--- config.mk ---
export PLATFORM = sky130hd
export DESIGN_NAME = sliding_window_median
export DESIGN_NICKNAME = d
export VERILOG_FILES = /design/src/rtl/swm_pkg.sv /design/src/rtl/sliding_window_median.sv /design/src/rtl/swm_ctrl.sv /design/src/rtl/swm_dp.sv
export SDC_FILE = /design/constraint.sdc
export NUM_CORES = 1
export LEC_CHECK = 0
export BUFFER_PORTS_ARGS = -buffer_cell sky130_fd_sc_hd__buf_2
export CAP_MARGIN = 20
export CORE_UTILIZATION = 54
export CTS_CLUSTER_SIZE = 28
export DETAILED_ROUTE_END_ITERATION = 6
export GPL_TIMING_DRIVEN = 0
export PLACE_DENSITY = 0.76
export SETUP_SLACK_MARGIN = 0.1
export SYNTH_ARGS = -nofsm -noshare
export SYNTH_HDL_FRONTEND = slang
export SYNTH_HIERARCHICAL = 1
export SYNTH_SLANG_ARGS = --single-unit
export TNS_END_PERCENT = 30
--- constraint.sdc ---
create_clock -name clk -period 3.25 [get_ports clk]
set_input_delay 0.4875 -clock clk [delete_from_list [all_inputs] [get_ports clk]]
set_output_delay 0.4875 -clock clk [all_outputs]
set_load 0.05 [all_outputs]
--- src/rtl/swm_pkg.sv ---
// Shared types and constants for the sliding window median block.
`default_nettype none

package swm_pkg;

  localparam int SAMPLE_W    = 16;
  localparam int COUNT_W     = 3;
  localparam int IN_TDATA_W  = 16;
  localparam int OUT_TDATA_W = 24;
  localparam int OUT_PAD_W   = OUT_TDATA_W - SAMPLE_W - COUNT_W;

  typedef struct packed {
    logic write;
    logic load;
    logic capt;
    logic scan;
    logic adv_cand;
    logic out_load;
  } swm_cmd_t;

  typedef struct packed {
    logic scan_last;
    logic found;
  } swm_sts_t;

endpackage

`default_nettype wire

--- src/rtl/sliding_window_median.sv ---
// Top level of the sliding window median filter.
// Each input beat is written to the window; candidates are then tried in turn, each loaded,
// captured and ranked against the valid entries, until the median is found, which is then
// registered to the output. A new input beat is taken only when idle, once the previous
// median has been loaded into a free output register.
// Reset: synchronous, clears the entry count, write slot, state and output valid.
`default_nettype none

module sliding_window_median #(
  parameter int WINDOW_SIZE = 5
) (
  input  wire logic                             clk,
  input  wire logic                             rst_n,
  input  wire logic                             in_tvalid,
  output logic                                  in_tready,
  input  wire logic [swm_pkg::IN_TDATA_W-1:0]   in_tdata,   // [15:0] sample
  output logic                                  out_tvalid,
  input  wire logic                             out_tready,
  output logic [swm_pkg::OUT_TDATA_W-1:0]       out_tdata   // [15:0] median, [18:16] valid_count
);

  swm_pkg::swm_cmd_t                   cmd;
  swm_pkg::swm_sts_t                   sts;
  logic signed [swm_pkg::SAMPLE_W-1:0] out_median;
  logic [swm_pkg::COUNT_W-1:0]         out_count;

  swm_ctrl u_ctrl (
    .clk        (clk),
    .rst_n      (rst_n),
    .in_tvalid  (in_tvalid),
    .in_tready  (in_tready),
    .out_tvalid (out_tvalid),
    .out_tready (out_tready),
    .sts        (sts),
    .cmd        (cmd)
  );

  swm_dp #(
    .WINDOW_SIZE (WINDOW_SIZE)
  ) u_dp (
    .clk        (clk),
    .rst_n      (rst_n),
    .cmd        (cmd),
    .sts        (sts),
    .in_sample  (in_tdata[swm_pkg::SAMPLE_W-1:0]),
    .out_median (out_median),
    .out_count  (out_count)
  );

  assign out_tdata = {{swm_pkg::OUT_PAD_W{1'b0}}, out_count, out_median};

endmodule

`default_nettype wire

--- src/rtl/swm_ctrl.sv ---
// Controller: sequences window write, candidate scans and result hand-off.
`default_nettype none

module swm_ctrl (
  input  wire logic              clk,
  input  wire logic              rst_n,
  input  wire logic              in_tvalid,
  output logic                   in_tready,
  output logic                   out_tvalid,
  input  wire logic              out_tready,
  input  wire swm_pkg::swm_sts_t sts,
  output swm_pkg::swm_cmd_t      cmd
);

  typedef enum logic [4:0] {
    S_IDLE = 5'b00001,
    S_LOAD = 5'b00010,
    S_CAPT = 5'b00100,
    S_SCAN = 5'b01000,
    S_DONE = 5'b10000
  } state_t;

  state_t state_r;
  state_t state_nxt;
  logic   out_tvalid_r;
  logic   out_tvalid_nxt;

  assign in_tready  = (state_r == S_IDLE);
  assign out_tvalid = out_tvalid_r;

  always_comb begin
    state_nxt      = state_r;
    cmd            = '0;
    out_tvalid_nxt = out_tvalid_r;
    if (out_tvalid_r && out_tready) begin
      out_tvalid_nxt = 1'b0;
    end
    unique case (state_r)
      S_IDLE: begin
        if (in_tvalid) begin
          cmd.write = 1'b1;
          state_nxt = S_LOAD;
        end
      end
      S_LOAD: begin
        cmd.load  = 1'b1;
        state_nxt = S_CAPT;
      end
      S_CAPT: begin
        cmd.capt  = 1'b1;
        state_nxt = S_SCAN;
      end
      S_SCAN: begin
        cmd.scan = 1'b1;
        if (sts.scan_last) begin
          if (sts.found) begin
            state_nxt = S_DONE;
          end else begin
            cmd.adv_cand = 1'b1;
            state_nxt    = S_LOAD;
          end
        end
      end
      S_DONE: begin
        if (!out_tvalid_r || out_tready) begin
          cmd.out_load   = 1'b1;
          out_tvalid_nxt = 1'b1;
          state_nxt      = S_IDLE;
        end
      end
      default: begin
        state_nxt = S_IDLE;
      end
    endcase
  end

  always_ff @(posedge clk) begin
    if (!rst_n) begin
      state_r      <= S_IDLE;
      out_tvalid_r <= 1'b0;
    end else begin
      state_r      <= state_nxt;
      out_tvalid_r <= out_tvalid_nxt;
    end
  end

endmodule

`default_nettype wire

--- src/rtl/swm_dp.sv ---
// Datapath: window memory, rank counters and result registers.
`default_nettype none

module swm_dp #(
  parameter int WINDOW_SIZE = 5
) (
  input  wire logic                                 clk,
  input  wire logic                                 rst_n,
  input  wire swm_pkg::swm_cmd_t                    cmd,
  output swm_pkg::swm_sts_t                         sts,
  input  wire logic signed [swm_pkg::SAMPLE_W-1:0]  in_sample,
  output logic signed [swm_pkg::SAMPLE_W-1:0]       out_median,
  output logic [swm_pkg::COUNT_W-1:0]               out_count
);

  localparam int AW = (WINDOW_SIZE > 1) ? $clog2(WINDOW_SIZE) : 1;
  localparam int CW = $clog2(WINDOW_SIZE + 1);

  logic signed [swm_pkg::SAMPLE_W-1:0] win_mem [WINDOW_SIZE];
  logic signed [swm_pkg::SAMPLE_W-1:0] rd_data_r;
  logic signed [swm_pkg::SAMPLE_W-1:0] cand_r;
  logic signed [swm_pkg::SAMPLE_W-1:0] out_median_r;
  logic [swm_pkg::COUNT_W-1:0]         out_count_r;
  logic [AW-1:0]                       wr_slot_r;
  logic [AW-1:0]                       cand_idx_r;
  logic [AW-1:0]                       rd_addr;
  logic [CW-1:0]                       count_r;
  logic [CW-1:0]                       scan_idx_r;
  logic [CW-1:0]                       less_r;
  logic [CW-1:0]                       leq_r;
  logic [CW-1:0]                       less_nxt;
  logic [CW-1:0]                       leq_nxt;
  logic [CW-1:0]                       rank;
  logic                                lt;
  logic                                le;

  assign rd_addr  = (cmd.capt || cmd.scan) ? scan_idx_r[AW-1:0] : cand_idx_r;
  assign lt       = (rd_data_r < cand_r);
  assign le       = (rd_data_r <= cand_r);
  assign less_nxt = less_r + CW'(lt);
  assign leq_nxt  = leq_r + CW'(le);
  assign rank     = count_r >> 1;

  assign sts.scan_last = (scan_idx_r == count_r);
  assign sts.found     = (less_nxt <= rank) && (rank < leq_nxt);

  assign out_median = out_median_r;
  assign out_count  = out_count_r;

  always_ff @(posedge clk) begin
    if (cmd.write) begin
      win_mem[wr_slot_r] <= in_sample;
    end
    rd_data_r <= win_mem[rd_addr];
  end

  always_ff @(posedge clk) begin
    if (!rst_n) begin
      wr_slot_r <= '0;
      count_r   <= '0;
    end else if (cmd.write) begin
      wr_slot_r <= (wr_slot_r == AW'(WINDOW_SIZE - 1)) ? '0 : wr_slot_r + AW'(1);
      if (count_r != CW'(WINDOW_SIZE)) begin
        count_r <= count_r + CW'(1);
      end
    end
  end

  always_ff @(posedge clk) begin
    if (cmd.write) begin
      cand_idx_r <= '0;
    end else if (cmd.adv_cand) begin
      cand_idx_r <= cand_idx_r + AW'(1);
    end
    if (cmd.load) begin
      scan_idx_r <= '0;
      less_r     <= '0;
      leq_r      <= '0;
    end else if (cmd.capt) begin
      cand_r     <= rd_data_r;
      scan_idx_r <= scan_idx_r + CW'(1);
    end else if (cmd.scan) begin
      less_r     <= less_nxt;
      leq_r      <= leq_nxt;
      scan_idx_r <= scan_idx_r + CW'(1);
    end
    if (cmd.out_load) begin
      out_median_r <= cand_r;
      out_count_r  <= swm_pkg::COUNT_W'(count_r);
    end
  end

endmodule

`default_nettype wire

==> flow_summary.yaml <==
grt:
  grt_pass1_vias: 3256
  antenna_found_initial: 0
  grt_max_degree: 20
  overflow: 0
  gr-usage-all-layers_pct: 18.7
  grt_pass1_wl_mm: 16.2
timing:
  rsz0062_at_grt: "yes"
  fin_skew_ns: 0.00691
  hold_viol_final: 0
  worstMarginPinSlew_ns: 0.966
  setup_tns_ns: -2.33
  drv_slew: 0
  relSlewSlack_pct: 35.5
  min_period_over_period_pct: 116
  post-route-min-period_ns: 3.77
  fin_hold_ws_ns: 0.302
  setup-violations-final: 5
  timing.final.ws_setup_ns: -0.518
  max_freq_mhz: 265
die:
  initial_core_util_pct: 56.4
  ios: 46
  die_x_um: 109
  dieArea_mm2: 0.0120
  coreArea_mm2: 0.0110
  rows: 38
  dieHeight_um: 109
clock_network:
  root_buffer: "clkbuf_16"
  cts.sinks: 155
  cts_buffers: 17
  clk_latency_ns: 0.41
  holdBufCountCts: 0
  htree_levels: 4
  cts_buffer_depth: 2
  cts_tree: "done"
  clkTransAtPathRegs_ns: 0.06
detailed_routing:
  viasPerCell: 5.32
  vias: 3272
  drc: 0
  dr.first_iter.drc_count: 139
  dr.pass1.iters: 4
  drtAntennaViolNets: 0
  routedWlPerCell_um: 16.3
  wirelength_mm: 10.0
placement:
  dp_hpwl_mm: 6.67
  dp.cells: 576
  portBuffers: 40
  gp_congestion: 0.786
  dpl_cell_area_mm2: 0.00665
final_layout:
  final_common_cell: "edfxtp_1"
  multi_input_area_mm2: 0.00195
  design_area_mm2: 0.00747
  syn_to_final_growth_pct: 20.1
  layout_common_cells: "edfxtp_1 (115), buf_2 (43), dfxtp_1 (40), inv_1 (25), ha_1 (24)"
  diodes: 0
  nNetsFinal: 511
  fillers: 749
  layout.cells.non_filler: 615
  layout-drive-gt1-share_pct: 30.9
  seqCellArea_mm2: 0.00425
status:
  status: "finished, violations left"
  violations: "setup timing"
critical_path:
  critPathKind: "reg2reg"
  r2r_start: "u_dp/cand_r[15]"
  r2r-end: "u_ctrl/state_r[1]"
  cp_data_required_time_ns: 3.61
  critPathMaxFanout: 4
  cp-end-kind: "register"
  cpMaxStageDelayCell: "edfxtp_1"
  crit_buf_inv: 2
  start_kind: "register"
  rrSetupSlack_ns: -0.52
  cp_common_cell: "ha_4"
  reg2regPathDepth: 17
  path_cells: "inv_2 -> ha_4 -> nand4_1 -> nor2_1 -> or3_1 -> a211o_1 -> mux2_4 -> ha_4 -> ha_4 -> inv_2 -> ha_4 -> a21oi_2 -> nor2_1 -> nor3_2 -> or3b_4 -> a21o_2 -> and4bb_1"
  cp_top_family: "simple AND/OR/NAND/NOR gates"
  arrival_ns: 4.13
  critPathMaxStageDelay_ns: 0.41
logic_synthesis:
  synth_seq_area_share_pct: 68.4
  synth_area_mm2: 0.00622
  ys_seq_elements: 155
  ys_async_sr_fraction_pct: 0
  synth_edf_count: 115
  yosysWarnings: 6
  synth_xor_area_share_pct: 1.83
  synth_compound_area_share_pct: 3.14
  synthMuxAreaShare_pct: 11.4
  synth_top_family_by_area: "multiplexers"
  synth_top_area_share_pct: 55.5
  synth_top_area_cell: "edfxtp_1"
  synth.avg_cell_area_um2: 16.0
  ys.flop_type: "edfxtp_1"
  synthAdderAreaFrac_pct: 5.83
  synth.area.top_cells: "edfxtp_1 (56%), dfxtp_1 (13%), ha_1 (5.8%)"
  syn_inst: 390
  yosysUniqueCellTypes: 47
  synth-simple-area-share_pct: 6.36
worst_hold_path:
  holdPathStages: 1
  worstHoldStart: "in_tdata[6]"
  hp-class: "in2reg"
  hold_end: "u_dp/win_mem[0][6]"
power_and_ir_drop:
  ir_drop_mv: 0.406
  p_leak_uw: 0.00294
  powerDensity_mw_per_mm2: 645
flow_run:
  max_cap_viol_count: 0
==> synthesized netlist by cell type (4+ instances only) <==
library cell,count
edfxtp_1,115
dfxtp_1,40
ha_1,29
inv_1,27
nor2_1,26
nand2_1,18
a21oi_1,11
mux4_2,11
xor2_1,11
mux2_4,10
mux2i_1,9
mux2_2,7
buf_4,6
nor3_1,6
mux4_1,5
o21ai_0,5
nand2b_1,4
nor2b_1,4
or3_1,4
==> worst max-delay path by stage <==
stage / cells after the start / slack, ns / end / from
after detailed placement: 17 / -0.73 / u_dp/cand_idx_r[2] / u_dp/cand_r[15]
after global routing: 17 / -0.65 / u_ctrl/state_r[1] / u_dp/cand_r[15]
after CTS: 17 / -0.42 / u_ctrl/state_r[1] / u_dp/cand_r[14]
after floorplan: 17 / -0.35 / u_ctrl/state_r[1] / u_dp/cand_r[15]
final: 17 / -0.52 / u_ctrl/state_r[1] / u_dp/cand_r[15]
after global placement: 17 / -0.63 / u_dp/cand_idx_r[2] / u_dp/cand_r[15]
==> where the power goes <==
part	total (uW)	internal (uW)	switching, uW
Sequential	2310	2240	67.5
Combinational	440	199	241
Clock	2070	1310	756
Total	4820	3750	1060
==> sequential cells by signal, summed over array words and instances (netlist names) <==
| name | count |
|---|---|
| u_dp/win_mem | 80 |
| u_dp/cand_r | 16 |
| u_dp/out_median | 16 |
| u_dp/rd_data_r | 16 |
| u_ctrl/state_r | 5 |
| u_dp/cand_idx_r | 3 |
| u_dp/count_r | 3 |
| u_dp/leq_r | 3 |
| u_dp/less_r | 3 |
| u_dp/out_count | 3 |
| u_dp/scan_idx_r | 3 |
| u_dp/wr_slot_r | 3 |
| u_ctrl/out_tvalid | 1 |
==> layer usage <==
metal | vias up | global-route usage, % | wire [um] | part of all wire [%]
li1 | 1589 | - | - | -
met1 | 1591 | 23.7 | 4390 | 44
met2 | 80 | 31.3 | 5080 | 51
met3 | 12 | 5.22 | 468 | 4.7
met4 | 0 | 6.38 | 112 | 1.1
met5 | - | 0 | 0 | 0
==> layout make-up <==
type,count,area share [%]
inverters,27,1.36
flip-flops and latches,155,56.9
clock inverters,13,2.55
well taps,140,2.34
multi-input cells,199,26.1
repair buffers,49,3.68
clock buffers,19,5.93
plain buffers,13,1.11
==> repair_timing <==
item	CTS	global route
endpoints found under the setup margin	5	72
resized for setup	18	9
setup buffers	6	1
pin swaps	16	10
==> worst register-to-register path: stages, from the launching register on <==
cell	delay, ns
edfxtp_1	0.41
inv_2	0.09
ha_4	0.20
nand4_1	0.17
nor2_1	0.09
or3_1	0.36
a211o_1	0.33
mux2_4	0.33
ha_4	0.17
ha_4	0.26
inv_2	0.04
ha_4	0.25
a21oi_2	0.04
nor2_1	0.12
nor3_2	0.08
or3b_4	0.37
a21o_2	0.18
and4bb_1	0.23
==> cell families after synthesis <==
kind of cell	count (synthesis)
AOI/OAI and AO/OA	30
DFF	155
other	1
and+or+nand+nor	79
adders and majority gates	29
buffers and inverters	40
xor gates and xnor gates	13
muxes	43
==> stage by stage <==
| step | setup WS [ns] | power [uW] | utilization (%) |
|---|---|---|---|
| 2_1_floorplan | -0.346 | 2630 | - |
| 3_3_place_gp | -0.629 | 2720 | 60.0 |
| 3_5_place_dp | -0.730 | 2750 | 60.3 |
| 4_1_cts | -0.417 | 4840 | 67.4 |
| 5_1_grt | -0.648 | 5000 | 67.7 |
| 6_report | -0.518 | 4820 | 67.7 |
No activity file was read; power rests on OpenSTA's default activity.
